--- src/hdl/lavm_pkg.sv ---
// Shared constants, types and helper functions of the look-at view matrix core.
`default_nettype none

package lavm_pkg;

    localparam int FRAC_BITS = 16;
    localparam int DW = 32;

    // Magnitudes before and after the normalizing shift.
    localparam int MAGW = 32;
    localparam int MW = 30;
    localparam int POSW = $clog2(MAGW);
    localparam int RSHW = $clog2(MAGW - MW + 1);
    localparam int LSHW = $clog2(MW);

    // Square root of the sum of squares.
    localparam int SQW = 2 * MW;
    localparam int SUMW = SQW + 2;
    localparam int RTW = SUMW + 1;
    localparam int SQRT_STEPS = SUMW / 2 + 1;
    localparam int LENW = MW + 1;

    // Restoring divide for the unit components.
    localparam int REMW = LENW + 1;
    localparam int DIV_STEPS = FRAC_BITS + 1;
    localparam int QW = FRAC_BITS + 1;

    localparam int CNTW = $clog2(SQRT_STEPS);
    localparam logic [CNTW-1:0] SQRT_LAST = CNTW'(SQRT_STEPS - 1);
    localparam logic [CNTW-1:0] DIV_LAST = CNTW'(DIV_STEPS - 1);

    // Signed widths of the unit vectors, left, true up and the products.
    localparam int NW = FRAC_BITS + 2;
    localparam int LW = FRAC_BITS + 3;
    localparam int TW = FRAC_BITS + 4;
    localparam int P1W = 2 * NW;
    localparam int P2W = LW + NW;
    localparam int DPW = 2 * DW;
    localparam int SATW = DPW + 2;

    // The queue depth must be a power of two.
    localparam int QDEPTH = 4;
    localparam int QAW = $clog2(QDEPTH);

    localparam int ROWS = 3;
    localparam logic [1:0] ROW_FIRST = 2'd0;
    localparam logic [1:0] ROW_LAST = 2'(ROWS - 1);

    localparam logic signed [SATW-1:0] SAT_MAX = SATW'(2147483647);
    localparam logic signed [SATW-1:0] SAT_MIN = -SAT_MAX - SATW'(1);

    typedef struct packed {
        logic [2:0][MW-1:0] mag;
        logic [2:0]         neg;
        logic               zero;
    } nvec_t;

    typedef struct packed {
        nvec_t              fwd;
        nvec_t              up;
        logic [2:0][DW-1:0] eye;
    } qword_t;

    typedef struct packed {
        logic [3:0][DW-1:0] col;
    } row_t;

    typedef struct packed {
        row_t [2:0] row;
        logic       degenerate;
    } eword_t;

    typedef enum logic [3:0] {
        B_IDLE,
        B_SQ,
        B_SUM,
        B_SQRT,
        B_DIV,
        B_C1M,
        B_C1S,
        B_C2M,
        B_C2S,
        B_DOTM,
        B_DOTS,
        B_OUT
    } bstate_t;

    function automatic logic signed [DW-1:0] sat32(input logic signed [SATW-1:0] v);
        if (v > SAT_MAX)
        begin
            return DW'(SAT_MAX);
        end
        if (v < SAT_MIN)
        begin
            return DW'(SAT_MIN);
        end
        return DW'(v);
    endfunction

endpackage

`default_nettype wire

--- src/hdl/lavm_queue.sv ---
// Short queue of classified words between the front end and the back end.
`default_nettype none

module lavm_queue (
    input  wire logic           clk,
    input  wire logic           rst_n,
    input  wire logic           push,
    input  lavm_pkg::qword_t    push_data,
    output logic                push_ready,
    output logic                pop_valid,
    output lavm_pkg::qword_t    pop_data,
    input  wire logic           pop
);

    lavm_pkg::qword_t            slot_reg [lavm_pkg::QDEPTH];
    logic [lavm_pkg::QAW-1:0]    wr_ptr_reg;
    logic [lavm_pkg::QAW-1:0]    rd_ptr_reg;
    logic [lavm_pkg::QAW:0]      count_reg;
    logic                        do_push;
    logic                        do_pop;

    assign push_ready = (count_reg != (lavm_pkg::QAW + 1)'(lavm_pkg::QDEPTH));
    assign pop_valid  = (count_reg != '0);
    assign do_push    = push && push_ready;
    assign do_pop     = pop && pop_valid;
    assign pop_data   = slot_reg[rd_ptr_reg];

    always_ff @(posedge clk or negedge rst_n)
    begin
        if (!rst_n)
        begin
            wr_ptr_reg <= '0;
            rd_ptr_reg <= '0;
            count_reg  <= '0;
        end
        else
        begin
            if (do_push)
            begin
                wr_ptr_reg <= wr_ptr_reg + 1'b1;
            end
            if (do_pop)
            begin
                rd_ptr_reg <= rd_ptr_reg + 1'b1;
            end
            if (do_push && !do_pop)
            begin
                count_reg <= count_reg + 1'b1;
            end
            else if (do_pop && !do_push)
            begin
                count_reg <= count_reg - 1'b1;
            end
        end
    end

    always_ff @(posedge clk)
    begin
        if (do_push)
        begin
            slot_reg[wr_ptr_reg] <= push_data;
        end
    end

endmodule

`default_nettype wire

--- config.mk ---
export PLATFORM = sky130hd
export DESIGN_NAME = lavm_queue
export DESIGN_NICKNAME = d
export VERILOG_FILES = /design/src/hdl/lavm_pkg.sv /design/src/hdl/lavm_queue.sv
export SDC_FILE = /design/constraint.sdc
export NUM_CORES = 1
export LEC_CHECK = 0
export ABC_AREA = 1
export BUFFER_PORTS_ARGS = -buffer_cell sky130_fd_sc_hd__buf_2
export CAP_MARGIN = 15
export CORE_MARGIN = 2
export CORE_UTILIZATION = 30
export DETAILED_ROUTE_END_ITERATION = 7
export PLACE_DENSITY = 0.49
export SYNTH_ARGS = -nofsm -noshare
export SYNTH_HDL_FRONTEND = slang
export SYNTH_SLANG_ARGS = --single-unit
--- constraint.sdc ---
create_clock -name clk -period 15.6 [get_ports clk]
set_input_delay 1.56 -clock clk [delete_from_list [all_inputs] [get_ports clk]]
set_output_delay 1.56 -clock clk [all_outputs]
set_load 0.1 [all_outputs]
Word-level counts from Yosys, hierarchy flattened
Memory sizes are Yosys's and may differ from the RTL's.
Index checks and enable logic that the tools add are counted.
{"block": "op_classes", "mux": 4, "n_reduce_logical": 8, "n_addsub": 4, "n_eq_ne": 1}
{"cell": "$mux W3", "count": 2}
{"cell": "$add A2 B1 Y2 const B", "count": 2}
{"cell": "$logic_and A1 B1 Y1", "count": 4}
{"cell": "$add A3 B1 Y3 const B", "count": 1}
{"cell": "$ne A3 B3 Y1 const B", "count": 1}
{"cell": "$reduce_bool A3 Y1", "count": 1}
{"cell": "$sub A3 B1 Y3 const B", "count": 1}
{"cell": "$logic_not A1 Y1", "count": 2}
{"cell": "$mux W1", "count": 2}
{"cell": "$reduce_bool A2 Y1", "count": 1}
{"block": "word_totals", "register_bits": 7, "output_inout_bits": 286, "memories": 1, "ramBits": 1136, "word_cells": 21}
{"memory": "slot_reg", "depth": 4, "word_bits": 284, "rd": 1, "rd_clocked_by_memory_dff": 0, "write_ports": 1, "line": "lavm_queue.sv:15", "rtl": "lavm_pkg::qword_t slot_reg [lavm_pkg::QDEPTH];"}

Depth between registers and ports, before layout
{"block": "logic_depth", "word_depth": 6, "ltp_mapped": 12, "mapped_depth_nobuf": 12}

Worst setup path after synthesis
No wires, ideal clock.
{"block": "synth_path", "kind": "input -> register", "startpoint": "input push", "endpoint": "memory slot_reg[0][0] (netlist name), enable pin", "stages": 2, "path_buffers": 0, "path_slack_ns": 1.086, "arrival_time_ns": 13.578, "required_ns": 14.664, "cell_sequence": "nand2_1 -> nor2_1"}
{"block": "synth_between", "elab_chain_cells": 3}
{"element": "start, declared", "line": "lavm_queue.sv:7", "rtl": "input wire logic push,"}
{"element": "$logic_and A1 B1 Y1", "line": "lavm_queue.sv:24", "rtl": "assign do_push = push && push_ready;"}
{"element": "$mux W1", "line": "lavm_queue.sv:59", "rtl": "if (do_push)"}
{"element": "$mux W1 (implied by the code)", "line": "lavm_queue.sv:61", "rtl": "slot_reg[wr_ptr_reg] <= push_data;"}
{"element": "end, declared", "line": "lavm_queue.sv:15"}
No other way between the ends.

==> impl_metrics.yaml <==
grt:
  overflow: 0
  antenna_found_initial: 47
  grt_pass1_wl_um: 155000
  grt_pass1_vias: 25200
  track_usage_pct: 13.4
  grt_max_degree: 222
critical_path:
  arrival_ns: 4.98
  crit_start: "rd_ptr_reg[0]$_DFFE_PN0P_"
  critPathBufInv: 5
  endpoint_kind: "output pin"
  crit_type: "flop to output pin"
  crit_top_cell: "buf_4"
  cpMaxStageDelayCell: "buf_4"
  required_ns: 14.04
  cp_cell_sequence: "inv_8, buf_4, buf_4, buf_12, o211ai_1, nand2_1, buf_2"
  regToRegStartpoint: "count_reg[0]$_DFFE_PN0P_"
  path_delay_family: "buffers and inverters"
  start_kind: "flop"
  rrSetupSlack_ns: 11.46
  cp_slowest_stage_delay_ns: 0.72
  cp_max_fo: 209
floorplan:
  dieWidth_um: 393
  ios: 574
  fp-row-count: 142
  die_h_um: 393
  die_area_mm2: 0.155
  initial_core_util_pct: 30.3
  core_area_mm2: 0.150
sta:
  setup_viol: 0
  fin_ws_ns: 9.06
  fmax_mhz: 153
  final-hold-violation-count: 0
  worst_slew_pin_slew_ns: 1.21
  final.period_utilization_pct: 42.0
  rsz0062_at_grt: "no"
  slew_headroom_pct: 19.2
  final_max_slew_viol_count: 0
  hold_slack_ns: 0.510
  tns_ns: 0
  fin_crit_ns: 6.54
  clock_skew_ns: 0.0276
logic_synthesis:
  ys_warn_count: 0
  synth_cell_types: 17
  ys_seq_area_share_pct: 75.4
  synthXorXnorAreaFrac_pct: 0.0193
  yosys.area_share.simple_pct: 7.30
  muxShareOfSynthArea_pct: 0
  synthAdderAreaFrac_pct: 0.182
  synth-compound-area-share_pct: 9.39
  synth_top_family_by_area: "compound AO/OA/AOI/OAI gates"
  synth_cells: 3373
  synth_nets: 3667
  synthesis.area_mm2: 0.0455
  ys_ff_latch: 1143
  avgSynthCellArea_um2: 13.5
route:
  dr_total_vias: 26400
  ant_nets: 0
  route.final.wire_length_um: 106000
  first_pass_iters: 5
  via_per_inst: 4.37
  drtIter0Drc: 1031
  drc: 0
  wl_per_cell_um: 17.5
min_path:
  hp-class: "flop to flop"
  hp-start: "count_reg[2]$_DFFE_PN0P_"
clock_tree:
  cts_resized: 0
  htree_levels: 4
  cts_buffers: 132
  clk_pin_slew_ns: 0.06
  clock_latency_ns: 0.74
  postCtsHoldBufs: 0
  clock_path_buffers: 3
  post-cts-setup-buffers: 0
  clock-root-buffer: "clkbuf_16"
  cts_tree: "done"
  cts.sinks: 1143
placement:
  dp_hpwl_um: 63500
  port_buffers: 573
  pre_cts_slack_ns: 9.80
  gp_congestion: 0.735
final_layout:
  final_util_pct: 35.9
  largest_register_ffs: 1136
  final_layout_size_suffix_gt1_share_pct: 19.5
  syn2layout_area_growth_pct: 18.5
  fillCellCount: 14600
  layout.nets: 4220
run:
  maxCapViolations: 0
status:
  status: "finished, final reports clean"
metrics by stage:
stage | std cells | instance area (um2)
after global routing | 6039 | 53900
after detailed placement | 5808 | 49900
after CTS | 6030 | 53800
after floorplan | 3373 | 45500
final | 6046 | 53900
after global placement | 5808 | 49900
cell type report:
class                   count  area, um2  share of cell area, %
clock inverters            53        370                  0.687
repair buffers            608       3210                   5.95
diodes                     16       40.0                 0.0743
inverters                 584       2210                   4.10
multi-input cells        1457       7710                   14.3
clock buffers             169       3530                   6.56
flip-flops and latches   1143      34300                   63.6
well taps                2016       2520                   4.68
worst reg2reg max path, cell delays in order (launching register included):
cell and delay, ns:
dfrtp_1 0.41, inv_1 0.07, nand3_1 0.16, nand2_1 0.31
nor2_4 0.51, buf_4 0.76, buf_4 0.75, buf_12 0.51
final timing paths:
| kind | end | cells past startpoint |
|---|---|---|
| max reg2reg | slot_reg[0][168]$_DFFE_PP_ | 7 |
| max in group asynchronous | rd_ptr_reg[1]$_DFFE_PN0P_ | 1 |
| min | count_reg[2]$_DFFE_PN0P_ | 2 |
| max | pop_data[178] | 7 |
| min in group asynchronous | count_reg[1]$_DFFE_PN0P_ | 1 |
| min reg2reg | count_reg[2]$_DFFE_PN0P_ | 2 |
logic make-up after synthesis:
| logic type | after synthesis |
|---|---|
| adders and majority gates | 6 |
| xor gates and xnor gates | 1 |
| AOI/OAI and AO/OA | 569 |
| and+or+nand+nor | 881 |
| DFF | 1143 |
| buffers and inverters | 773 |
Yosys cell counts (all sizes together):
cell type  instances  share of area (%)
buf              168                2.7
clkbuf            21               0.17
dfrtp              7               0.39
edfxtp          1136                 75
fa                 1              0.044
ha                 5               0.14
inv              584                4.8
nand2            869                7.2
nand3              7              0.077
nand4              1              0.014
nor2               4              0.033
o211ai           568                9.4
o21ai              1              0.011
xnor2              1              0.019
metal layers:
layer	global-route usage, %	vias to the layer above	part of all wire, %
met5	0	-	0.34
met4	4.64	56	2.2
met3	5.42	197	8.7
met2	21.8	551	48
met1	15.9	12600	41
li1	-	13000	-
placed cells by master (no fill, tap or decap), types with 6 or more instances in the layout:
cell type  Yosys  routed
buf_4          2      29
buf_12         0       6
nand2_1      869     869
clkinv_2       0      12
inv_1        582     582
o211ai_1     568     568
nand3_1        7       7
clkbuf_1      21      30
diode_2        0      16
edfxtp_1    1136    1136
clkinv_1       0      23
clkbuf_16      0     134
buf_2        105     573
dfrtp_1        7       6
Power is left out: the tool's default activity adds up to more than one toggle a clock period on the data nets, which glitch-free logic cannot reach.
