## config.mk

```make
export PLATFORM = sky130hd
export DESIGN_NAME = lavm_emit_flat
export DESIGN_NICKNAME = d
export VERILOG_FILES = /design/src/hdl/lavm_pkg.sv /design/src/hdl/lavm_out_if.sv /design/src/hdl/lavm_emit.sv /design/src/flat_wrapper.sv
export SDC_FILE = /design/constraint.sdc
export NUM_CORES = 1
export LEC_CHECK = 0
export ABC_AREA = 0
export BUFFER_PORTS_ARGS = -buffer_cell sky130_fd_sc_hd__buf_2
export CORE_MARGIN = 2
export CORE_UTILIZATION = 26
export CTS_BUF_LIST = sky130_fd_sc_hd__clkbuf_4 sky130_fd_sc_hd__clkbuf_8 sky130_fd_sc_hd__clkbuf_16
export CTS_CLUSTER_DIAMETER = 200
export DETAILED_ROUTE_END_ITERATION = 10
export SYNTH_ARGS = -nofsm -noshare
export SYNTH_HDL_FRONTEND = slang
export SYNTH_SLANG_ARGS = --single-unit
```

## constraint.sdc

```tcl
create_clock -name clk -period 11.8 [get_ports clk]
set_clock_uncertainty 0.1 [all_clocks]
set_input_delay 0.59 -clock clk [delete_from_list [all_inputs] [get_ports clk]]
set_output_delay 0.59 -clock clk [all_outputs]
set_load 0.005 [all_outputs]
```

## src/hdl/lavm_pkg.sv

```systemverilog
// Shared constants, types and helper functions of the look-at view matrix core.
`default_nettype none

package lavm_pkg;

    localparam int FRAC_BITS = 16;
    localparam int DW = 32;

    // Magnitudes before and after the normalizing shift.
    localparam int MAGW = 32;
    localparam int MW = 30;
    localparam int POSW = $clog2(MAGW);
    localparam int RSHW = $clog2(MAGW - MW + 1);
    localparam int LSHW = $clog2(MW);

    // Square root of the sum of squares.
    localparam int SQW = 2 * MW;
    localparam int SUMW = SQW + 2;
    localparam int RTW = SUMW + 1;
    localparam int SQRT_STEPS = SUMW / 2 + 1;
    localparam int LENW = MW + 1;

    // Restoring divide for the unit components.
    localparam int REMW = LENW + 1;
    localparam int DIV_STEPS = FRAC_BITS + 1;
    localparam int QW = FRAC_BITS + 1;

    localparam int CNTW = $clog2(SQRT_STEPS);
    localparam logic [CNTW-1:0] SQRT_LAST = CNTW'(SQRT_STEPS - 1);
    localparam logic [CNTW-1:0] DIV_LAST = CNTW'(DIV_STEPS - 1);

    // Signed widths of the unit vectors, left, true up and the products.
    localparam int NW = FRAC_BITS + 2;
    localparam int LW = FRAC_BITS + 3;
    localparam int TW = FRAC_BITS + 4;
    localparam int P1W = 2 * NW;
    localparam int P2W = LW + NW;
    localparam int DPW = 2 * DW;
    localparam int SATW = DPW + 2;

    // The queue depth must be a power of two.
    localparam int QDEPTH = 4;
    localparam int QAW = $clog2(QDEPTH);

    localparam int ROWS = 3;
    localparam logic [1:0] ROW_FIRST = 2'd0;
    localparam logic [1:0] ROW_LAST = 2'(ROWS - 1);

    localparam logic signed [SATW-1:0] SAT_MAX = SATW'(2147483647);
    localparam logic signed [SATW-1:0] SAT_MIN = -SAT_MAX - SATW'(1);

    typedef struct packed {
        logic [2:0][MW-1:0] mag;
        logic [2:0]         neg;
        logic               zero;
    } nvec_t;

    typedef struct packed {
        nvec_t              fwd;
        nvec_t              up;
        logic [2:0][DW-1:0] eye;
    } qword_t;

    typedef struct packed {
        logic [3:0][DW-1:0] col;
    } row_t;

    typedef struct packed {
        row_t [2:0] row;
        logic       degenerate;
    } eword_t;

    typedef enum logic [3:0] {
        B_IDLE,
        B_SQ,
        B_SUM,
        B_SQRT,
        B_DIV,
        B_C1M,
        B_C1S,
        B_C2M,
        B_C2S,
        B_DOTM,
        B_DOTS,
        B_OUT
    } bstate_t;

    function automatic logic signed [DW-1:0] sat32(input logic signed [SATW-1:0] v);
        if (v > SAT_MAX)
        begin
            return DW'(SAT_MAX);
        end
        if (v < SAT_MIN)
        begin
            return DW'(SAT_MIN);
        end
        return DW'(v);
    endfunction

endpackage

`default_nettype wire

```

## src/hdl/lavm_out_if.sv

```systemverilog
// Output channel interface: one row of the view matrix per word.
`default_nettype none

interface lavm_out_if;
    logic                              valid;
    logic                              ready;
    logic [1:0]                        row_index;
    logic signed [lavm_pkg::DW-1:0]    col0;
    logic signed [lavm_pkg::DW-1:0]    col1;
    logic signed [lavm_pkg::DW-1:0]    col2;
    logic signed [lavm_pkg::DW-1:0]    col3;
    logic                              degenerate;
    logic                              last_row;

    modport source (
        output valid, row_index, col0, col1, col2, col3, degenerate, last_row,
        input  ready
    );

    modport sink (
        input  valid, row_index, col0, col1, col2, col3, degenerate, last_row,
        output ready
    );
endinterface

`default_nettype wire

```

## src/hdl/lavm_emit.sv

```systemverilog
// Output stage: holds one finished matrix and hands it out one row per word.
`default_nettype none

module lavm_emit (
    input  wire logic           clk,
    input  wire logic           rst_n,
    input  wire logic           e_valid,
    input  lavm_pkg::eword_t    e_data,
    output logic                e_ready,
    lavm_out_if.source          rsp
);

    lavm_pkg::eword_t buf_reg;
    logic             full_reg;
    logic [1:0]       cnt_reg;
    logic             take;
    logic             last;

    assign take    = rsp.valid && rsp.ready;
    assign last    = (cnt_reg == lavm_pkg::ROW_LAST);
    assign e_ready = !full_reg || (take && last);

    always_ff @(posedge clk or negedge rst_n)
    begin
        if (!rst_n)
        begin
            full_reg <= 1'b0;
            cnt_reg  <= lavm_pkg::ROW_FIRST;
        end
        else if (e_valid && e_ready)
        begin
            full_reg <= 1'b1;
            cnt_reg  <= lavm_pkg::ROW_FIRST;
        end
        else if (take)
        begin
            if (last)
            begin
                full_reg <= 1'b0;
            end
            else
            begin
                cnt_reg <= cnt_reg + 1'b1;
            end
        end
    end

    always_ff @(posedge clk)
    begin
        if (e_valid && e_ready)
        begin
            buf_reg <= e_data;
        end
    end

    assign rsp.valid      = full_reg;
    assign rsp.row_index  = cnt_reg;
    assign rsp.col0       = buf_reg.row[cnt_reg].col[0];
    assign rsp.col1       = buf_reg.row[cnt_reg].col[1];
    assign rsp.col2       = buf_reg.row[cnt_reg].col[2];
    assign rsp.col3       = buf_reg.row[cnt_reg].col[3];
    assign rsp.degenerate = buf_reg.degenerate;
    assign rsp.last_row   = last;

endmodule

`default_nettype wire

```

## src/flat_wrapper.sv

```systemverilog
// flat-port wrapper written by rule: the top's interface ports become plain ports
module lavm_emit_flat 
  (clk, rst_n, e_valid, e_data, e_ready, rsp_valid, rsp_row_index, rsp_col0, rsp_col1, rsp_col2, rsp_col3, rsp_degenerate, rsp_last_row, rsp_ready);
  lavm_out_if rsp_i ();
  input  wire logic clk;
  input  wire logic rst_n;
  input  wire logic e_valid;
  input  lavm_pkg::eword_t e_data;
  output logic e_ready;
  output wire logic [$bits(rsp_i.valid)-1:0] rsp_valid;
  output wire logic [$bits(rsp_i.row_index)-1:0] rsp_row_index;
  output wire logic [$bits(rsp_i.col0)-1:0] rsp_col0;
  output wire logic [$bits(rsp_i.col1)-1:0] rsp_col1;
  output wire logic [$bits(rsp_i.col2)-1:0] rsp_col2;
  output wire logic [$bits(rsp_i.col3)-1:0] rsp_col3;
  output wire logic [$bits(rsp_i.degenerate)-1:0] rsp_degenerate;
  output wire logic [$bits(rsp_i.last_row)-1:0] rsp_last_row;
  input wire logic [$bits(rsp_i.ready)-1:0] rsp_ready;
  assign rsp_valid = rsp_i.valid;
  assign rsp_row_index = rsp_i.row_index;
  assign rsp_col0 = rsp_i.col0;
  assign rsp_col1 = rsp_i.col1;
  assign rsp_col2 = rsp_i.col2;
  assign rsp_col3 = rsp_i.col3;
  assign rsp_degenerate = rsp_i.degenerate;
  assign rsp_last_row = rsp_i.last_row;
  assign rsp_i.ready = rsp_ready;
  lavm_emit u_core (.clk(clk), .rst_n(rst_n), .e_valid(e_valid), .e_data(e_data), .e_ready(e_ready), .rsp(rsp_i));
endmodule
```

# Word level (Yosys, flattened, before mapping)
# Cells that the tools add are included.
# Widths: inputs -> output; s select.
word_totals:
  output_inout_bits: 134
  wordCells: 36
  regBits: 388
  inputBits: 389
classes:
  magnitude_cmp: 1
  n_eq_ne: 2
  addsub: 1
  reduce_logical: 9
  n_mux: 8
op_table:
  columns: ["op", "count"]
  rows:
  - ["$bmux 128 s2", 1]
  - ["$mux 128", 1]
  - ["$mux 2", 3]
  - ["$reduce_and 2->1", 2]
  - ["$reduce_bool 2->1", 2]
  - ["$logic_and 1x1->1", 3]
  - ["$lt 2x3->1 const B", 1]
  - ["$mux 1", 3]
  - ["$add 2x1->2 const B", 1]
  - ["$eq 2x2->1 const B", 1]
  - ["$ne 2x2->1 const B", 1]
  - ["$logic_not 1->1", 1]
  - ["$logic_or 1x1->1", 1]

# Longest topological paths before layout
# Gate-level depths: netlist of the first run.
depth:
  depth_word: 6
  ltp_mapped: 7

# Least setup slack after synthesis of the first run
# No wires, ideal clock.
synth_timing:
  path_type: "register -> register"
  start: "register u_core.cnt_reg[0], in the netlist u_core.rsp.row_index[0]"
  end: "register u_core.buf_reg[100] in the netlist's numbering (enable)"
  arrival_time_ns: 9.915
  required_time_ns: 10.902
  setup_time_ns: 0.798
  setup_slack_ns: 0.987
  stages_incl_launch_ff: 8
  period_less_slack_ns: 10.813
  path_buffers: 2
  cell_sequence: "dfrtp_1 > buf_6 > buf_2 > inv_1 > ha_1 > nand2_1 > nand2_1 > and2_1"
synth_between:
  elab_chain_len: 4
synth_lines:
  columns: ["item", "line", "rtl"]
  rows:
  - ["start: declaration", "lavm_emit.sv:15", "logic [1:0] cnt_reg;"]
  - ["start signal: assignment", "lavm_emit.sv:28", "cnt_reg <= lavm_pkg::ROW_FIRST;"]
  - ["start signal: assignment", "lavm_emit.sv:33", "cnt_reg <= lavm_pkg::ROW_FIRST;"]
  - ["start signal: assignment", "lavm_emit.sv:43", "cnt_reg <= cnt_reg + 1'b1;"]
  - ["$eq 2x2->1", "lavm_emit.sv:20", "assign last = (cnt_reg == lavm_pkg::ROW_LAST);"]
  - ["net rsp_last_row", "flat_wrapper.sv:17", "output wire logic [$bits(rsp_i.last_row)-1:0] rsp_last_row;"]
  - ["$logic_and 1x1->1", "lavm_emit.sv:21", "assign e_ready = !full_reg || (take && last);"]
  - ["$logic_or 1x1->1", "lavm_emit.sv:21", null]
  - ["net e_ready", "flat_wrapper.sv:9", "output logic e_ready;"]
  - ["$logic_and 1x1->1", "lavm_emit.sv:50", "if (e_valid && e_ready)"]
  - ["end signal: assignment", "lavm_emit.sv:52", "buf_reg <= e_data;"]
  - ["end: declaration", "lavm_emit.sv:13", "lavm_pkg::eword_t buf_reg;"]
# The timed path passes the listed nets, and every way through them passes these cells.
# A chain may end at the register's enable or synchronous reset.

# Worst setup path in the final report of the first run
layout_timing:
  start: "register u_core.cnt_reg[0], in the netlist u_core.rsp.row_index[0]"
  end: "output rsp_col1[2]"
layout_between:
  elab_chain_len: 2
layout_lines:
  columns: ["item", "line", "rtl"]
  rows:
  - ["$bmux 128 s2", "lavm_emit.sv:59", "assign rsp.col1 = buf_reg.row[cnt_reg].col[1];"]
  - ["$mux 128", null, null]
  - ["end: declaration", "flat_wrapper.sv:13", "output wire logic [$bits(rsp_i.col1)-1:0] rsp_col1;"]
# Every way passes these cells. The select of a mux whose other input is x is not followed.

==> metrics.txt, run 1 <==
outcome finished clean; leakage about 7.5 nW; Final Hold Vio Count 0; core area 0.0550 mm2; clock sink count around 390; critical-path cell list and2b_4 -> buf_4 -> buf_4 -> nand2_1 -> o21ai_0 -> buf_2; global-route usage over all layers ~13%; Synth area leaders edfxtp_1 (80%), mux2i_1 (8.9%), o21ai_0 (3.4%); Starting Density 26.3%; global-route wire length before repair between 50 and 60 mm; worst hold path class in2reg; Max Root-Sink Buffers 3; RSZ-0062 raised after global routing false; Syn Nets 1220; final core utilization about a third; Post-Place Cell Area between 0.015 and 0.02 mm2; fin nets 1753; Peak VDD IR between 100 and 150 uV; fin. max-slew vios 0; pin count of the biggest net entering global routing ~180; I/O pin cnt around 520; slowest stage cell, crit path dfrtp_4; CP peak stage delay a little under 0.9 ns; post-CTS resize count 0; via count 8965; total global routing overflow 0; Post-Route WL around 38 mm; Iter 0 DRT Violations 423; CTS tree built; Synth Register Bits roughly 390; crit end category output port; PortBufs 522; ANT nets after route 0; WS Path Type reg2out; Final Critical Period around 4.2 ns; Std-Cell Rows 86; Hold Slack ~0.11 ns; vias in the first global route between 9000 and 10000; CP arrival between 3 and 4 ns; Layout area overhead 33.6%; cell area after synthesis 0.0145 mm2; fill count 5358; YS warnings 0; worst slew pin tran 1.18 ns; Avg Inst Size Synth 17.4 um2; Max Freq approximately 240 MHz; drt drc 0; dpl hpwl between 20 and 30 mm; final instance area 0.0193 mm2; Synth cell types 21; crit start category flop; worst-path fanout max just under 70; Reg area 0.0116 mm2; setup_tns 0 ns; PwrDens about 230 mW/mm2; Tcrit/Tclk final between 30 and 40%; initial antenna violation count 12; CP dominant cell by count buf_4; Setup violations, final 0; max capacitance violation total 0; placed cell count 2064; Critical Path RT between 10 and 15 ns; H-tree depth 2; non-filler cells, final ~2100; area share of the largest cell type after synthesis 80.0%; Num CTS Buffers 44; sequential share of the synthesized area between 80% and 90%; per-cell routed wire length roughly 18 um; Largest register FFs approximately 380; cell taking the most area after synthesis edfxtp_1; slew margin rel. between 20% and 30%; Clock transition at path regs about 0.06 ns; Pre-antenna DRT Iters 6; clock root cell clkbuf_16; placer congestion estimate approximately 0.80; drt via density 4.17; Cells after Synth between 800 and 900; die height 240 um; share of layout cells above drive strength 1 43.3%; die area roughly 0.057 mm2; multi-input logic area 0.00250 mm2; later-pin clock latency in the skew report 0.55 ns; Die Wd 240 um
## power by group
part | internal [mW] | total (mW) | switching [mW]
clock | 0.881 | 1.43 | 0.546
sequential | 1.75 | 1.87 | 0.114
combinational | 0.458 | 1.10 | 0.643
total | 3.09 | 4.40 | 1.30
## metal layers
layer / routed length (um) / track usage, % / up-vias
met2: 18700 / 21.2 / 353
met4: 1130 / 4.91 / 12
li1: - / - / 4219
met1: 15100 / 14.7 / 4300
met3: 3030 / 4.31 / 81
met5: 85 / 0 / -
## through the flow
stage | total power [mW] | worst slack (ns)
4_1_cts | 4.48 | 7.39
5_1_grt | 4.64 | 7.26
2_1_floorplan | 2.60 | 0.987
3_5_place_dp | 3.03 | 8.02
6_report | 4.40 | 7.59
3_3_place_gp | 3.01 | 8.11
## layout by cell type, fill, tap and decap left out, types with 3 or more instances in the layout
| cell type | netlist | layout |
|---|---|---|
| diode_2 | 0 | 6 |
| clkinv_1 | 0 | 9 |
| clkbuf_4 | 3 | 5 |
| mux2i_1 | 128 | 128 |
| clkbuf_16 | 0 | 45 |
| nand2_1 | 130 | 130 |
| clkinv_2 | 0 | 7 |
| inv_6 | 0 | 3 |
| o21ai_1 | 30 | 30 |
| edfxtp_1 | 385 | 385 |
| bufinv_16 | 0 | 8 |
| buf_2 | 6 | 522 |
| buf_4 | 8 | 5 |
| o21ai_0 | 99 | 99 |
## area by class of cell
| class | instances | share of cell area [%] |
|---|---|---|
| clock buffers | 50 | 6.03 |
| multi-input cells | 397 | 12.9 |
| diodes | 6 | 0.0778 |
| clock inverters | 28 | 1.78 |
| well taps | 748 | 4.85 |
| flip-flops and latches | 388 | 60.3 |
| repair buffers | 530 | 14.0 |
| inverters | 2 | 0.0389 |
## worst max-delay path, delay by kind of cell (launching register included)
family,cells,cell delay (ns)
simple gates,2,0.37
flops,1,0.87
buf+inv,3,1.47
compound gates,1,0.12
## cells in the mapped netlist (all sizes together)
cell type / count
edfxtp: 385
nand2: 130
o21ai: 129
mux2i: 128
buf: 28
clkbuf: 15
dfrtp: 3
a22o: 2
inv: 2
a21oi: 1
and2: 1
and2b: 1
ha: 1
mux2: 1
nand2b: 1
nor2: 1
or3b: 1
## repair_timing
action	in CTS	in global routing
setup buffers	0	0
hold buffers	1	0
endpoints found under the hold margin	3	0
## kinds of logic (layout without fill, tap and decap cells)
family          Yosys count  in the layout  synth area share (%)
other cells               0              6                     0
mux                     129            129                  8.94
fa+ha+maj                 1              1                0.0866
flops                   388            388                  80.5
simple gates            135            135                  3.60
buf+inv                  45            610                  2.23
compound gates          132            132                  4.62
## final timing paths
path / startpoint / slack, ns / cells past startpoint / to
max: u_core.rsp.row_index[0] / 7.59 / 6 / rsp_col1[2]
min: e_data[379] / 0.11 / 1 / u_core.buf_reg[379]
max reg2reg: u_core.rsp.row_index[1] / 8.36 / 5 / u_core.buf_reg[294]
min reg2reg: u_core.rsp.valid / 0.51 / 1 / u_core.rsp.row_index[0]
max in group asynchronous: rst_n / 11.19 / 2 / u_core.rsp.row_index[0]
min in group asynchronous: rst_n / 0.29 / 2 / u_core.rsp.valid
(Power assumes the default switching activity.)
==> inputs of run 2 (changes only) <==
==> constraint.sdc (replaced) <==
create_clock -name clk -period 4 [get_ports clk]
set_clock_uncertainty 0.1 [all_clocks]
set_input_delay 0.2 -clock clk [delete_from_list [all_inputs] [get_ports clk]]
set_output_delay 0.2 -clock clk [all_outputs]
set_load 0.005 [all_outputs]
==> run 2 against run 1 <==
Effect of this change: sequential power rose to 2.9 times the previous value; first-iteration DRC count rose by 29%; sequential cell count is the same; design area increased by 20%; via count rose by 21%; global-route usage is 1.9 points higher; critical path depth shrank 1; clock power rose to 2.7 times the previous value; worst setup slack got worse by 6.8 ns.
==> metrics.txt, run 2 (synthesized netlist as in run 1, its figures left out) <==
outcome finished clean; leakage 9.10 nW (+22%); max capacitance violation total 0 (unchanged); global-route usage over all layers 14.4% (+1.9 points); Final Critical Period 3.24 ns; later-pin clock latency in the skew report 0.54 ns (about the same); Max Root-Sink Buffers 3 (unchanged); Layout area overhead 60.8%; drt via density 4.26 (+2.2%); worst-path fanout max 67 (-2.9%); Std-Cell Rows 86 (unchanged); multi-input logic area 0.00252 mm2 (+0.70%); slew margin rel. 46.3% (+25 points); Max Freq between 300 and 400 MHz; PortBufs 522 (unchanged); worst slew pin tran 0.805 ns (-0.372 ns); crit end category output port; CP dominant cell by count buf_12; die area 0.0575 mm2 (unchanged); Placement Setup Slack 1.25 ns (-6.76 ns); Top delay family on crit path buffers and inverters; Critical Path RT 3.70 ns (-7.41 ns); CP arrival 2.94 ns (-0.58 ns); CP peak stage delay 0.60 ns (-0.27 ns); drt drc 0 (unchanged); fin. max-slew vios 0 (unchanged); total global routing overflow 0 (unchanged); post-CTS resize count 0 (unchanged); # Post-CTS Setup Buffers 0 (unchanged); Tcrit/Tclk final 81.1%; RSZ-0062 raised after global routing false; Largest register FFs 384 (unchanged); placer congestion estimate 0.813 (+1.8%); via count 10849 (+21%); core area 0.0550 mm2 (unchanged); I/O pin cnt 523 (unchanged); WS Path Type reg2out; critical-path cell list buf_12 -> buf_12 -> mux2i_1 -> o21ai_0 -> buf_2; Clock transition at path regs 0.06 ns (about the same); crit start category flop; Pre-antenna DRT Iters 5 (-1); PwrDens 565 mW/mm2 (+150%); most common cell after layout, fill and taps aside buf_2; clock root cell clkbuf_16; Iter 0 DRT Violations 546 (+29%); dpl hpwl 25.9 mm (+0.82%); Die Wd 240 um (unchanged); H-tree depth 2 (unchanged); fill count 4800 (-10%); vias in the first global route 11839 (+28%); commonest non-fill, non-tap cells in the layout buf_2 (522), dlygate4sd3_1 (390), edfxtp_1 (385); Reg area 0.0116 mm2 (unchanged); die height 240 um (unchanged); per-cell routed wire length 17.2 um (-3.0%); pin count of the biggest net entering global routing 119 (-35%); fin nets 2155 (+23%); Post-Place Cell Area 0.0180 mm2 (+1.0%); clock sink count 388 (unchanged); slowest stage cell, crit path dfrtp_4; CTS tree built; worst setup margin 0.756 ns (-6.83 ns); count of hold-fix buffers inserted at cts 390 (+389); Peak VDD IR 578 uV (+340%); Setup violations, final 0 (unchanged); initial antenna violation count 2 (-10); Starting Density 26.3% (unchanged); Post-Route WL 43.7 mm (+15%); Worst Path Buf+Inv 3 (unchanged); Final Hold Vio Count 0 (unchanged); worst hold path class in2reg; final instance area 0.0232 mm2 (+20%); Num CTS Buffers 44 (unchanged); ANT nets after route 0 (unchanged); global-route wire length before repair 63.9 mm (+18%); share of layout cells above drive strength 1 34.4% (-8.9 points)
-- run 2: worst register-to-register path, cell delays in order, from the launching register on --
cell and delay (ns):
dfrtp_4 0.74, inv_4 0.16, ha_4 0.17, nand2_2 0.05, nand2_2 0.08, and2_4 0.41, buf_12 0.46
-- run 2: worst paths after layout --
path	start	to	slack, ns	cells after the start
worst max-delay path	u_core.rsp.row_index[1]	rsp_col3[26]	0.76	5
worst min-delay path	e_data[239]	u_core.buf_reg[239]	0.25	2
worst max register to register	u_core.rsp.row_index[0]	u_core.buf_reg[78]	1.25	6
worst min register to register	u_core.rsp.valid	u_core.rsp.row_index[0]	0.53	1
max in group asynchronous	rst_n	u_core.rsp.row_index[1]	3.16	3
min in group asynchronous	rst_n	u_core.rsp.valid	0.47	3
-- run 2: cell type report --
cell class	count	share of cell area (%)
Timing Repair Buffer	932	29.1
Sequential cell	388	50.1
Antenna cell	2	0.0215
Tap cell	748	4.03
Multi-Input combinational cell	397	10.8
Clock buffer	52	5.07
Clock inverter	24	0.872
Inverter	2	0.0431
-- run 2: stage by stage --
step	power, mW	util [%]	TNS, ns	cells	hold WS [ns]
after global routing	13.8	42.3	0	2545	0.222
after detailed placement	9.01	32.7	0	2077	-0.0957
after floorplan	7.49	-	-101.86	830	-0.196
final	13.1	42.3	0	2545	0.252
after CTS	13.2	42.3	0	2543	0.206
after global placement	8.97	32.7	0	2077	-0.101
-- run 2: per-layer routing --
| layer | part of all wire (%) | vias up | GRT usage (%) | wire length [um] |
|---|---|---|---|---|
| met4 | 3.4 | 0 | 6.40 | 1480 |
| met3 | 6.7 | 108 | 3.85 | 2930 |
| li1 | - | 5024 | - | - |
| met1 | 37 | 5243 | 15.5 | 16200 |
| met5 | 0 | - | 0 | 0 |
| met2 | 53 | 474 | 26.4 | 23100 |
-- run 2: power breakdown --
| part | leakage [nW] | internal, mW | switching [mW] |
|---|---|---|---|
| sequential | 3.55 | 5.16 | 0.282 |
| clock | 0.684 | 2.29 | 1.58 |
| combinational | 4.86 | 1.68 | 2.14 |
