**config.mk**
```make
export PLATFORM = sky130hd
export DESIGN_NAME = lavm_front_flat
export DESIGN_NICKNAME = d
export VERILOG_FILES = /design/src/hdl/lavm_pkg.sv /design/src/hdl/lavm_in_if.sv /design/src/hdl/lavm_front.sv /design/src/flat_wrapper.sv
export SDC_FILE = /design/constraint.sdc
export NUM_CORES = 2
export LEC_CHECK = 0
export ABC_AREA = 1
export ABC_CLOCK_PERIOD_IN_PS = 24300
export BUFFER_PORTS_ARGS = -buffer_cell sky130_fd_sc_hd__buf_2
export CORE_ASPECT_RATIO = 1.1
export CORE_UTILIZATION = 41
export CTS_CLUSTER_SIZE = 16
export DETAILED_ROUTE_END_ITERATION = 10
export GPL_TIMING_DRIVEN = 1
export MAX_ROUTING_LAYER = met4
export PLACE_DENSITY = 0.72
export REMOVE_ABC_BUFFERS = 1
export SETUP_SLACK_MARGIN = 0.02
export SYNTH_ARGS = -nofsm -noshare
export SYNTH_HDL_FRONTEND = slang
export SYNTH_SLANG_ARGS = --single-unit
```
**constraint.sdc**
```tcl
create_clock -name clk -period 24.3 [get_ports clk]
set_clock_uncertainty 0.2 [all_clocks]
set_input_delay 1.215 -clock clk [delete_from_list [all_inputs] [get_ports clk]]
set_output_delay 1.215 -clock clk [all_outputs]
set_load 0.02 [all_outputs]
```
**src/hdl/lavm_pkg.sv**
```systemverilog
// Shared constants, types and helper functions of the look-at view matrix core.
`default_nettype none

package lavm_pkg;

    localparam int FRAC_BITS = 16;
    localparam int DW = 32;

    // Magnitudes before and after the normalizing shift.
    localparam int MAGW = 32;
    localparam int MW = 30;
    localparam int POSW = $clog2(MAGW);
    localparam int RSHW = $clog2(MAGW - MW + 1);
    localparam int LSHW = $clog2(MW);

    // Square root of the sum of squares.
    localparam int SQW = 2 * MW;
    localparam int SUMW = SQW + 2;
    localparam int RTW = SUMW + 1;
    localparam int SQRT_STEPS = SUMW / 2 + 1;
    localparam int LENW = MW + 1;

    // Restoring divide for the unit components.
    localparam int REMW = LENW + 1;
    localparam int DIV_STEPS = FRAC_BITS + 1;
    localparam int QW = FRAC_BITS + 1;

    localparam int CNTW = $clog2(SQRT_STEPS);
    localparam logic [CNTW-1:0] SQRT_LAST = CNTW'(SQRT_STEPS - 1);
    localparam logic [CNTW-1:0] DIV_LAST = CNTW'(DIV_STEPS - 1);

    // Signed widths of the unit vectors, left, true up and the products.
    localparam int NW = FRAC_BITS + 2;
    localparam int LW = FRAC_BITS + 3;
    localparam int TW = FRAC_BITS + 4;
    localparam int P1W = 2 * NW;
    localparam int P2W = LW + NW;
    localparam int DPW = 2 * DW;
    localparam int SATW = DPW + 2;

    // The queue depth must be a power of two.
    localparam int QDEPTH = 4;
    localparam int QAW = $clog2(QDEPTH);

    localparam int ROWS = 3;
    localparam logic [1:0] ROW_FIRST = 2'd0;
    localparam logic [1:0] ROW_LAST = 2'(ROWS - 1);

    localparam logic signed [SATW-1:0] SAT_MAX = SATW'(2147483647);
    localparam logic signed [SATW-1:0] SAT_MIN = -SAT_MAX - SATW'(1);

    typedef struct packed {
        logic [2:0][MW-1:0] mag;
        logic [2:0]         neg;
        logic               zero;
    } nvec_t;

    typedef struct packed {
        nvec_t              fwd;
        nvec_t              up;
        logic [2:0][DW-1:0] eye;
    } qword_t;

    typedef struct packed {
        logic [3:0][DW-1:0] col;
    } row_t;

    typedef struct packed {
        row_t [2:0] row;
        logic       degenerate;
    } eword_t;

    typedef enum logic [3:0] {
        B_IDLE,
        B_SQ,
        B_SUM,
        B_SQRT,
        B_DIV,
        B_C1M,
        B_C1S,
        B_C2M,
        B_C2S,
        B_DOTM,
        B_DOTS,
        B_OUT
    } bstate_t;

    function automatic logic signed [DW-1:0] sat32(input logic signed [SATW-1:0] v);
        if (v > SAT_MAX)
        begin
            return DW'(SAT_MAX);
        end
        if (v < SAT_MIN)
        begin
            return DW'(SAT_MIN);
        end
        return DW'(v);
    endfunction

endpackage

`default_nettype wire

```
**src/hdl/lavm_in_if.sv**
```systemverilog
// Input channel interface: eye point, target point and up vector of one word.
`default_nettype none

interface lavm_in_if;
    logic                              valid;
    logic                              ready;
    logic signed [lavm_pkg::DW-1:0]    from_x;
    logic signed [lavm_pkg::DW-1:0]    from_y;
    logic signed [lavm_pkg::DW-1:0]    from_z;
    logic signed [lavm_pkg::DW-1:0]    to_x;
    logic signed [lavm_pkg::DW-1:0]    to_y;
    logic signed [lavm_pkg::DW-1:0]    to_z;
    logic signed [lavm_pkg::DW-1:0]    up_x;
    logic signed [lavm_pkg::DW-1:0]    up_y;
    logic signed [lavm_pkg::DW-1:0]    up_z;

    modport source (
        output valid, from_x, from_y, from_z, to_x, to_y, to_z, up_x, up_y, up_z,
        input  ready
    );

    modport sink (
        input  valid, from_x, from_y, from_z, to_x, to_y, to_z, up_x, up_y, up_z,
        output ready
    );
endinterface

`default_nettype wire

```
**src/hdl/lavm_front.sv**
```systemverilog
// Front end: forms the difference vector, magnitudes and the normalizing shift.
`default_nettype none

module lavm_front (
    input  wire logic           clk,
    input  wire logic           rst_n,
    lavm_in_if.sink             req,
    output logic                q_push,
    output lavm_pkg::qword_t    q_data,
    input  wire logic           q_ready
);

    logic                          en1;
    logic                          en2;
    logic signed [lavm_pkg::DW-1:0] frm [3];
    logic signed [lavm_pkg::DW-1:0] tgt [3];
    logic signed [lavm_pkg::DW-1:0] upv [3];
    logic signed [lavm_pkg::DW:0]   diff [3];

    logic                          s1_v_reg;
    logic [lavm_pkg::MAGW-1:0]     s1_fm_reg [3];
    logic [lavm_pkg::MAGW-1:0]     s1_um_reg [3];
    logic [2:0]                    s1_fn_reg;
    logic [2:0]                    s1_un_reg;
    logic [lavm_pkg::DW-1:0]       s1_eye_reg [3];

    logic [lavm_pkg::MAGW-1:0]     f_or;
    logic [lavm_pkg::MAGW-1:0]     u_or;
    logic [lavm_pkg::POSW-1:0]     f_pos;
    logic [lavm_pkg::POSW-1:0]     u_pos;

    logic                          s2_v_reg;
    logic [lavm_pkg::MAGW-1:0]     s2_fm_reg [3];
    logic [lavm_pkg::MAGW-1:0]     s2_um_reg [3];
    logic [2:0]                    s2_fn_reg;
    logic [2:0]                    s2_un_reg;
    logic                          s2_fz_reg;
    logic                          s2_uz_reg;
    logic [lavm_pkg::RSHW-1:0]     s2_frsh_reg;
    logic [lavm_pkg::LSHW-1:0]     s2_flsh_reg;
    logic [lavm_pkg::RSHW-1:0]     s2_ursh_reg;
    logic [lavm_pkg::LSHW-1:0]     s2_ulsh_reg;
    logic [lavm_pkg::DW-1:0]       s2_eye_reg [3];

    function automatic logic [lavm_pkg::MAGW-1:0] mag_of(
        input logic signed [lavm_pkg::DW:0] v
    );
        logic signed [lavm_pkg::DW:0] n;
        n = -v;
        return v[lavm_pkg::DW] ? lavm_pkg::MAGW'(n) : lavm_pkg::MAGW'(v);
    endfunction

    function automatic logic [lavm_pkg::POSW-1:0] lead_pos(
        input logic [lavm_pkg::MAGW-1:0] v
    );
        logic [lavm_pkg::POSW-1:0] p;
        p = '0;
        for (int i = 0; i < lavm_pkg::MAGW; i++)
        begin
            if (v[i])
            begin
                p = lavm_pkg::POSW'(i);
            end
        end
        return p;
    endfunction

    function automatic logic [lavm_pkg::RSHW-1:0] rsh_of(
        input logic [lavm_pkg::POSW-1:0] p
    );
        logic [lavm_pkg::POSW-1:0] top;
        top = lavm_pkg::POSW'(lavm_pkg::MW - 1);
        return (p > top) ? lavm_pkg::RSHW'(p - top) : '0;
    endfunction

    function automatic logic [lavm_pkg::LSHW-1:0] lsh_of(
        input logic [lavm_pkg::POSW-1:0] p
    );
        logic [lavm_pkg::POSW-1:0] top;
        top = lavm_pkg::POSW'(lavm_pkg::MW - 1);
        return (p < top) ? lavm_pkg::LSHW'(top - p) : '0;
    endfunction

    function automatic logic [lavm_pkg::MW-1:0] scale(
        input logic [lavm_pkg::MAGW-1:0] m,
        input logic [lavm_pkg::RSHW-1:0] r,
        input logic [lavm_pkg::LSHW-1:0] s
    );
        logic [lavm_pkg::MAGW-1:0] t;
        t = (m >> r) << s;
        return lavm_pkg::MW'(t);
    endfunction

    assign en2 = !s2_v_reg || q_ready;
    assign en1 = !s1_v_reg || en2;
    assign req.ready = en1;

    always_comb
    begin
        frm[0] = req.from_x;
        frm[1] = req.from_y;
        frm[2] = req.from_z;
        tgt[0] = req.to_x;
        tgt[1] = req.to_y;
        tgt[2] = req.to_z;
        upv[0] = req.up_x;
        upv[1] = req.up_y;
        upv[2] = req.up_z;
        for (int i = 0; i < 3; i++)
        begin
            diff[i] = (lavm_pkg::DW + 1)'(tgt[i]) - (lavm_pkg::DW + 1)'(frm[i]);
        end
    end

    always_ff @(posedge clk or negedge rst_n)
    begin
        if (!rst_n)
        begin
            s1_v_reg <= 1'b0;
            s2_v_reg <= 1'b0;
        end
        else
        begin
            if (en1)
            begin
                s1_v_reg <= req.valid;
            end
            if (en2)
            begin
                s2_v_reg <= s1_v_reg;
            end
        end
    end

    always_ff @(posedge clk)
    begin
        if (en1)
        begin
            for (int i = 0; i < 3; i++)
            begin
                s1_fm_reg[i]  <= mag_of(diff[i]);
                s1_um_reg[i]  <= mag_of((lavm_pkg::DW + 1)'(upv[i]));
                s1_fn_reg[i]  <= diff[i][lavm_pkg::DW];
                s1_un_reg[i]  <= upv[i][lavm_pkg::DW-1];
                s1_eye_reg[i] <= frm[i];
            end
        end
    end

    // The leading one of the OR of the magnitudes is the leading one of the largest.
    assign f_or  = s1_fm_reg[0] | s1_fm_reg[1] | s1_fm_reg[2];
    assign u_or  = s1_um_reg[0] | s1_um_reg[1] | s1_um_reg[2];
    assign f_pos = lead_pos(f_or);
    assign u_pos = lead_pos(u_or);

    always_ff @(posedge clk)
    begin
        if (en2)
        begin
            for (int i = 0; i < 3; i++)
            begin
                s2_fm_reg[i]  <= s1_fm_reg[i];
                s2_um_reg[i]  <= s1_um_reg[i];
                s2_eye_reg[i] <= s1_eye_reg[i];
            end
            s2_fn_reg   <= s1_fn_reg;
            s2_un_reg   <= s1_un_reg;
            s2_fz_reg   <= (f_or == '0);
            s2_uz_reg   <= (u_or == '0);
            s2_frsh_reg <= rsh_of(f_pos);
            s2_flsh_reg <= lsh_of(f_pos);
            s2_ursh_reg <= rsh_of(u_pos);
            s2_ulsh_reg <= lsh_of(u_pos);
        end
    end

    assign q_push = s2_v_reg;

    always_comb
    begin
        for (int i = 0; i < 3; i++)
        begin
            q_data.fwd.mag[i] = scale(s2_fm_reg[i], s2_frsh_reg, s2_flsh_reg);
            q_data.up.mag[i]  = scale(s2_um_reg[i], s2_ursh_reg, s2_ulsh_reg);
            q_data.eye[i]     = s2_eye_reg[i];
        end
        q_data.fwd.neg  = s2_fn_reg;
        q_data.up.neg   = s2_un_reg;
        q_data.fwd.zero = s2_fz_reg;
        q_data.up.zero  = s2_uz_reg;
    end

endmodule

`default_nettype wire

```
**src/flat_wrapper.sv**
```systemverilog
// flat-port wrapper written by rule: the top's interface ports become plain ports
module lavm_front_flat 
  (clk, rst_n, q_push, q_data, q_ready, req_valid, req_from_x, req_from_y, req_from_z, req_to_x, req_to_y, req_to_z, req_up_x, req_up_y, req_up_z, req_ready);
  lavm_in_if req_i ();
  input  wire logic clk;
  input  wire logic rst_n;
  output logic q_push;
  output lavm_pkg::qword_t q_data;
  input  wire logic q_ready;
  input wire logic [$bits(req_i.valid)-1:0] req_valid;
  input wire logic [$bits(req_i.from_x)-1:0] req_from_x;
  input wire logic [$bits(req_i.from_y)-1:0] req_from_y;
  input wire logic [$bits(req_i.from_z)-1:0] req_from_z;
  input wire logic [$bits(req_i.to_x)-1:0] req_to_x;
  input wire logic [$bits(req_i.to_y)-1:0] req_to_y;
  input wire logic [$bits(req_i.to_z)-1:0] req_to_z;
  input wire logic [$bits(req_i.up_x)-1:0] req_up_x;
  input wire logic [$bits(req_i.up_y)-1:0] req_up_y;
  input wire logic [$bits(req_i.up_z)-1:0] req_up_z;
  output wire logic [$bits(req_i.ready)-1:0] req_ready;
  assign req_i.valid = req_valid;
  assign req_i.from_x = req_from_x;
  assign req_i.from_y = req_from_y;
  assign req_i.from_z = req_from_z;
  assign req_i.to_x = req_to_x;
  assign req_i.to_y = req_to_y;
  assign req_i.to_z = req_to_z;
  assign req_i.up_x = req_up_x;
  assign req_i.up_y = req_up_y;
  assign req_i.up_z = req_up_z;
  assign req_ready = req_i.ready;
  lavm_front u_core (.clk(clk), .rst_n(rst_n), .req(req_i), .q_push(q_push), .q_data(q_data), .q_ready(q_ready));
endmodule
```
After elaboration in Yosys (flattened, before gate mapping)
Memory sizes are Yosys's and may differ from the RTL's.
Index checks and enable logic that the tools add are counted.
{"block": "totals", "register_bits": 30, "latchBits": 0, "ram_bits": 576, "mem_bits_ro": 0, "out_inout_bits": 286, "memories": 6}
{"name": "u_core.s1_eye_reg", "words": 3, "width": 32, "read_ports": 3, "rd_ports_with_merged_regs": 0, "wr": 3, "line": "lavm_front.sv:25", "text": "logic [lavm_pkg::DW-1:0] s1_eye_reg [3];"}
{"name": "u_core.s1_fm_reg", "words": 3, "width": 32, "read_ports": 3, "rd_ports_with_merged_regs": 0, "wr": 3, "line": "lavm_front.sv:21", "text": "logic [lavm_pkg::MAGW-1:0] s1_fm_reg [3];"}
{"name": "u_core.s1_um_reg", "words": 3, "width": 32, "read_ports": 3, "rd_ports_with_merged_regs": 0, "wr": 3, "line": "lavm_front.sv:22", "text": "logic [lavm_pkg::MAGW-1:0] s1_um_reg [3];"}
{"name": "u_core.s2_eye_reg", "words": 3, "width": 32, "read_ports": 3, "rd_ports_with_merged_regs": 0, "wr": 3, "line": "lavm_front.sv:43", "text": "logic [lavm_pkg::DW-1:0] s2_eye_reg [3];"}
{"name": "u_core.s2_fm_reg", "words": 3, "width": 32, "read_ports": 3, "rd_ports_with_merged_regs": 0, "wr": 3, "line": "lavm_front.sv:33", "text": "logic [lavm_pkg::MAGW-1:0] s2_fm_reg [3];"}
{"name": "u_core.s2_um_reg", "words": 3, "width": 32, "read_ports": 3, "rd_ports_with_merged_regs": 0, "wr": 3, "line": "lavm_front.sv:34", "text": "logic [lavm_pkg::MAGW-1:0] s2_um_reg [3];"}
{"block": "op_classes", "add_sub_neg": 13, "mul": 0, "n_div": 0, "order_cmp": 4, "n_eq_ne": 0, "shift": 12, "n_mux": 72, "n_bitwise": 4, "n_reduce_logical": 6}
{"operator": "2-to-1 mux 32 bit", "n": 6}
{"operator": "negation 32 bit", "n": 6}
{"operator": "left shift 32 x 5 -> 30 bit", "n": 6}
{"operator": "right shift 32 x 2 -> 32 bit", "n": 6}
{"operator": "2-to-1 mux 5 bit", "n": 32}
{"operator": "bitwise OR 32 bit", "n": 4}
{"operator": "subtractor 32 x 32 -> 33 bit", "n": 3}
{"operator": "logical NOT 32 bit", "n": 2}
{"operator": "2-to-1 mux 4 bit", "n": 16}
{"operator": "2-to-1 mux 3 bit", "n": 8}
{"operator": "greater-than comparator 5 bit (second input constant)", "n": 2}
{"operator": "< comparator 5 bit (second input constant)", "n": 2}
{"operator": "subtractor 5 bit (first input constant)", "n": 2}
{"operator": "2-to-1 mux 2 bit", "n": 4}
{"operator": "2-to-1 mux 1 bit", "n": 6}
{"operator": "subtractor 2 x 1 -> 2 bit (second input constant)", "n": 2}
{"operator": "logical NOT 1 bit", "n": 2}
{"operator": "logical OR 1 bit", "n": 2}

Depth between registers and ports, before layout
An unclocked memory read counts as a cell.
{"block": "depth", "word_depth": 35, "depth_mapped": 35, "depth_no_buf": 35}

Worst setup path before layout
OpenSTA, ideal clock, no wires.
{"block": "synth_timing", "path_kind": "in2reg", "startpoint": "input port q_ready", "endpoint": "memory u_core.s1_eye_reg[0][0] (netlist bit) (enable)", "arrival_ns": 7.945, "required_ns": 21.092, "path_slack_ns": 13.148, "stages": 2, "path_cell_list": "inv_1 > nand3_1"}
{"item": "from (decl)", "line": "flat_wrapper.sv:9", "text": "input wire logic q_ready;"}
{"item": "to (decl)", "line": "lavm_front.sv:25"}

==> metrics.md <==
| Metric | Value |
|---|---|
| Top cells by area, synth | `edfxtp_1 44%, nand2_1 11%, o21ai_0 7.4%` |
| Worst vdd ir | `0.06875 mV` |
| Post-Synth XOR/XNOR Area | `0.05738` |
| Initial DRC Count | `3350` |
| Pre-CTS setup slack | `18.75 ns` |
| Critical Path Start Type | `flip-flop` |
| Port bufs | `577` |
| Slowest CP cell | `o21ai_0` |
| Avg Inst Size Synth | `8.091 um2` |
| Drt wl/cell | `18.53 um` |
| Synth Warn # | `0` |
| Worst-Margin Slew | `1.176 ns` |
| CTS Sinks | `606` |
| Post-route ant nets | `0` |
| Hold-fix buffers, CTS | `0` |
| Worst path bufs/invs | `3` |
| Vias in the first global route | `33.80k` |
| Final wirelength | `126300 um` |
| Critical Path AT | `4.49 ns` |
| H-tree depth | `2` |
| Die Y | `333.0 um` |
| # IOs | `578` |
| Lkg Pwr | `0.02032 uW` |
| RSZ-0062 raised after global routing | `false` |
| Global-route wire length before repair | `190900 um` |
| Area delta synth->final | `13.98%` |
| Mux cell area share after synthesis | `0.03014` |
| Final setup viols | `0` |
| Row count | `121` |
| Worst-path cell chain | `buf_4, inv_2, o21ai_0, nand2_1, o21ai_0, or2_2, o21ai_0, o21ai_0, o21ai_0, o21ai_0, buf_2` |
| Fin Setup TNS | `0 ns` |
| Crit-path max cell delay | `0.77 ns` |
| Pint | `2378 uW` |
| Synth Area in Compound Gates | `0.1397` |
| Max Slew Vio Count | `0` |
| Final nets | `5860` |
| CTS Buffer Depth | `3` |
| Post-Synth Simple-Gate Area | `0.2303` |
| Initial antenna violation count | `24` |
| Total grt overflow | `0` |
| Critical path type | `reg -> out` |
| Post-Syn Area | `40840 um2` |
| DR pass1 iterations | `6` |
| Seq/Total Area, Yosys | `0.4453` |
| Fillers | `9639` |
| Core box area | `98860 um2` |
| Largest family of logic cells by synthesized area | `simple AND/OR/NAND/NOR gates` |
| Post-synth top area share | `0.4441` |
| Starting density of the core | `0.4131` |
| Share of layout cells above drive strength 1 | `0.1452` |
| Maxcap violations | `0` |
| Status | `complete, no violations` |
| Chip width | `302.9 um` |
| Crit end category | `output pin` |
| P_sw | `1664 uW` |
| Post-CTS sizing | `0` |
| Clock Latency Late Sink | `0.65 ns` |
| Clock power frac | `0.223` |
| Synth Area in Adders | `0.03394` |
| Global placement routability congestion | `0.9732` |
| Sequential Power Share | `0.379` |
| Sw Share | `0.4116` |
| Asr flop ratio synth | `0.003300` |
| Post-synth top flop | `edfxtp_1` |
| Max FO, Critical Path | `87` |
| Largest net degree at the start of global routing | `161` |
| P per Cell Area | `86.83 nW/um2` |
| CTS Buf Count | `56` |
| Min cycle time layout | `5.902 ns` |
| Setup Buffers After CTS | `0` |
| Global Route Usage Sum | `0.2500` |
| Slew Limit Headroom | `0.2162` |
| Reg clk slew, reported paths | `0.07 ns` |
| Die area | `100900 um2` |
| CTS tree | `done` |
| Root buffer cell | `clkbuf_16` |
| Post-Syn Instances | `5048` |
| Fin. Hold Viols | `0` |
| Comb pwr share | `0.398` |
| Data required time of the worst path | `22.89 ns` |
| Setup ws final | `18.40 ns` |
| Synth unique cells | `64` |
| Fmax | `0.1694 GHz` |
| Period utilization | `0.2429` |
| Remaining DRCs | `0` |
| Synthesized flop and latch total | `606` |
| Vias/cell | `5.356` |
| DR vias | `36.50k` |
| Post-synth EDFFs | `604` |
| Critical Path Most Common Cell | `o21ai_0` |
| Kind of cell adding the most delay to the critical path | `compound AO/OA/AOI/OAI gates` |
| Post-DP HPWL | `100600 um` |
| Hold crit path type | `in -> async` |
| Largest area contributor in the netlist | `edfxtp_1` |
[cell families (layout without fill, tap and decap cells)]
| kind of cell | after synthesis | count (layout) |
|---|---|---|
| compound gates | 1019 | 1019 |
| xor+xnor | 262 | 262 |
| fa+ha+maj | 109 | 109 |
| buf+inv | 679 | 1133 |
| flops | 606 | 606 |
| mux | 123 | 123 |
| other cells | 0 | 22 |
| simple gates | 2250 | 2250 |
[path summary, 6_finish.rpt]
| path | end | from | slack [ns] | depth (start not counted) |
|---|---|---|---|---|
| min in group clk | u_core.s2_eye_reg[0][76] | u_core.s1_eye_reg[0][76] | 0.21 | 0 |
| max | q_data[221] | u_core.s2_frsh_reg[1] | 18.40 | 11 |
| min reg2reg | u_core.s2_eye_reg[0][76] | u_core.s1_eye_reg[0][76] | 0.21 | 0 |
| max reg2reg | u_core.s2_flsh_reg[3] | u_core.s1_fm_reg[0][7] | 20.69 | 17 |
| min | u_core.s1_v_reg | rst_n | 0.14 | 1 |
| max in group asynchronous | u_core.q_push | rst_n | 23.67 | 1 |
[final cells by class]
class                           instances  area, um2  area share
Antenna cell                           22      55.05    0.001183
Clock buffer                           63       1428     0.03067
Clock inverter                         38      421.7    0.009057
Inverter                              416       1562     0.03354
Multi-Input combinational cell       3763      20090      0.4316
Sequential cell                       606      18190      0.3907
Tap cell                             1291       1615     0.03470
Timing Repair Buffer                  616       3193     0.06859
[cell usage after synthesis, drive strengths merged, types with 4 or more instances]
| cell type | count |
|---|---|
| o21bai | 8 |
| and2 | 4 |
| o21a | 8 |
| a21oi | 194 |
| xor2 | 169 |
| a32o | 7 |
| xnor2 | 93 |
| o31ai | 16 |
| nand3 | 371 |
| o211ai | 46 |
| nor4 | 20 |
| o21ai | 623 |
| nor2 | 399 |
| buf | 71 |
| a31oi | 34 |
| a21o | 8 |
| edfxtp | 604 |
| a21boi | 16 |
| inv | 412 |
| clkbuf | 192 |
| nand4 | 34 |
| o22ai | 19 |
| nand3b | 4 |
| mux2i | 123 |
| nand2 | 1240 |
| a22oi | 18 |
| o311ai | 5 |
| nor3 | 135 |
| clkinv | 4 |
| o221ai | 8 |
| or2 | 31 |
| nor3b | 7 |
| ha | 106 |
[power groups by stage]
stage / registers, uW / clock network (uW) / logic [uW]
final: 1530 / 901 / 1610
after global routing: 1540 / 951 / 1790
after CTS: 1530 / 917 / 1600
after detailed placement: 1560 / 0 / 1590
after floorplan: 1550 / 0 / 1040
after global placement: 1550 / 0 / 1580
[metal layers]
| layer | track usage | share of wire | up-vias |
|---|---|---|---|
| li1 | - | - | 18170 |
| met1 | 0.3163 | 0.42 | 16940 |
| met2 | 0.4125 | 0.48 | 1217 |
| met3 | 0.03453 | 0.067 | 170 |
| met4 | 0.07719 | 0.031 | 0 |
| met5 | - | 0 | - |
[layout by cell type, fill, tap and decap left out, types with 106 or more instances in the layout]
| master | n |
|---|---|
| ha_1 | 106 |
| buf_2 | 577 |
| o21ai_0 | 602 |
| a21oi_1 | 184 |
| xor2_1 | 166 |
| nor2_1 | 398 |
| edfxtp_1 | 604 |
| inv_1 | 399 |
| nand2_1 | 1236 |
| nand3_1 | 368 |
| mux2i_1 | 123 |
| nor3_1 | 134 |
[metrics by stage]
| step | util | instance area [um2] | cells | power, uW | hold slack (ns) |
|---|---|---|---|---|---|
| after CTS | 0.4703 | 46500 | 6793 | 4051 | 0.08842 |
| after global placement | 0.4516 | 44650 | 6692 | 3131 | 0.2002 |
| after detailed placement | 0.4516 | 44650 | 6692 | 3151 | 0.2045 |
| after global routing | 0.4707 | 46530 | 6806 | 4288 | 0.1076 |
| final | 0.4709 | 46550 | 6815 | 4042 | 0.1359 |
| after floorplan | - | 39820 | 4785 | 2594 | 0.2003 |
Note: power is estimated with default switching activity, not from simulation.
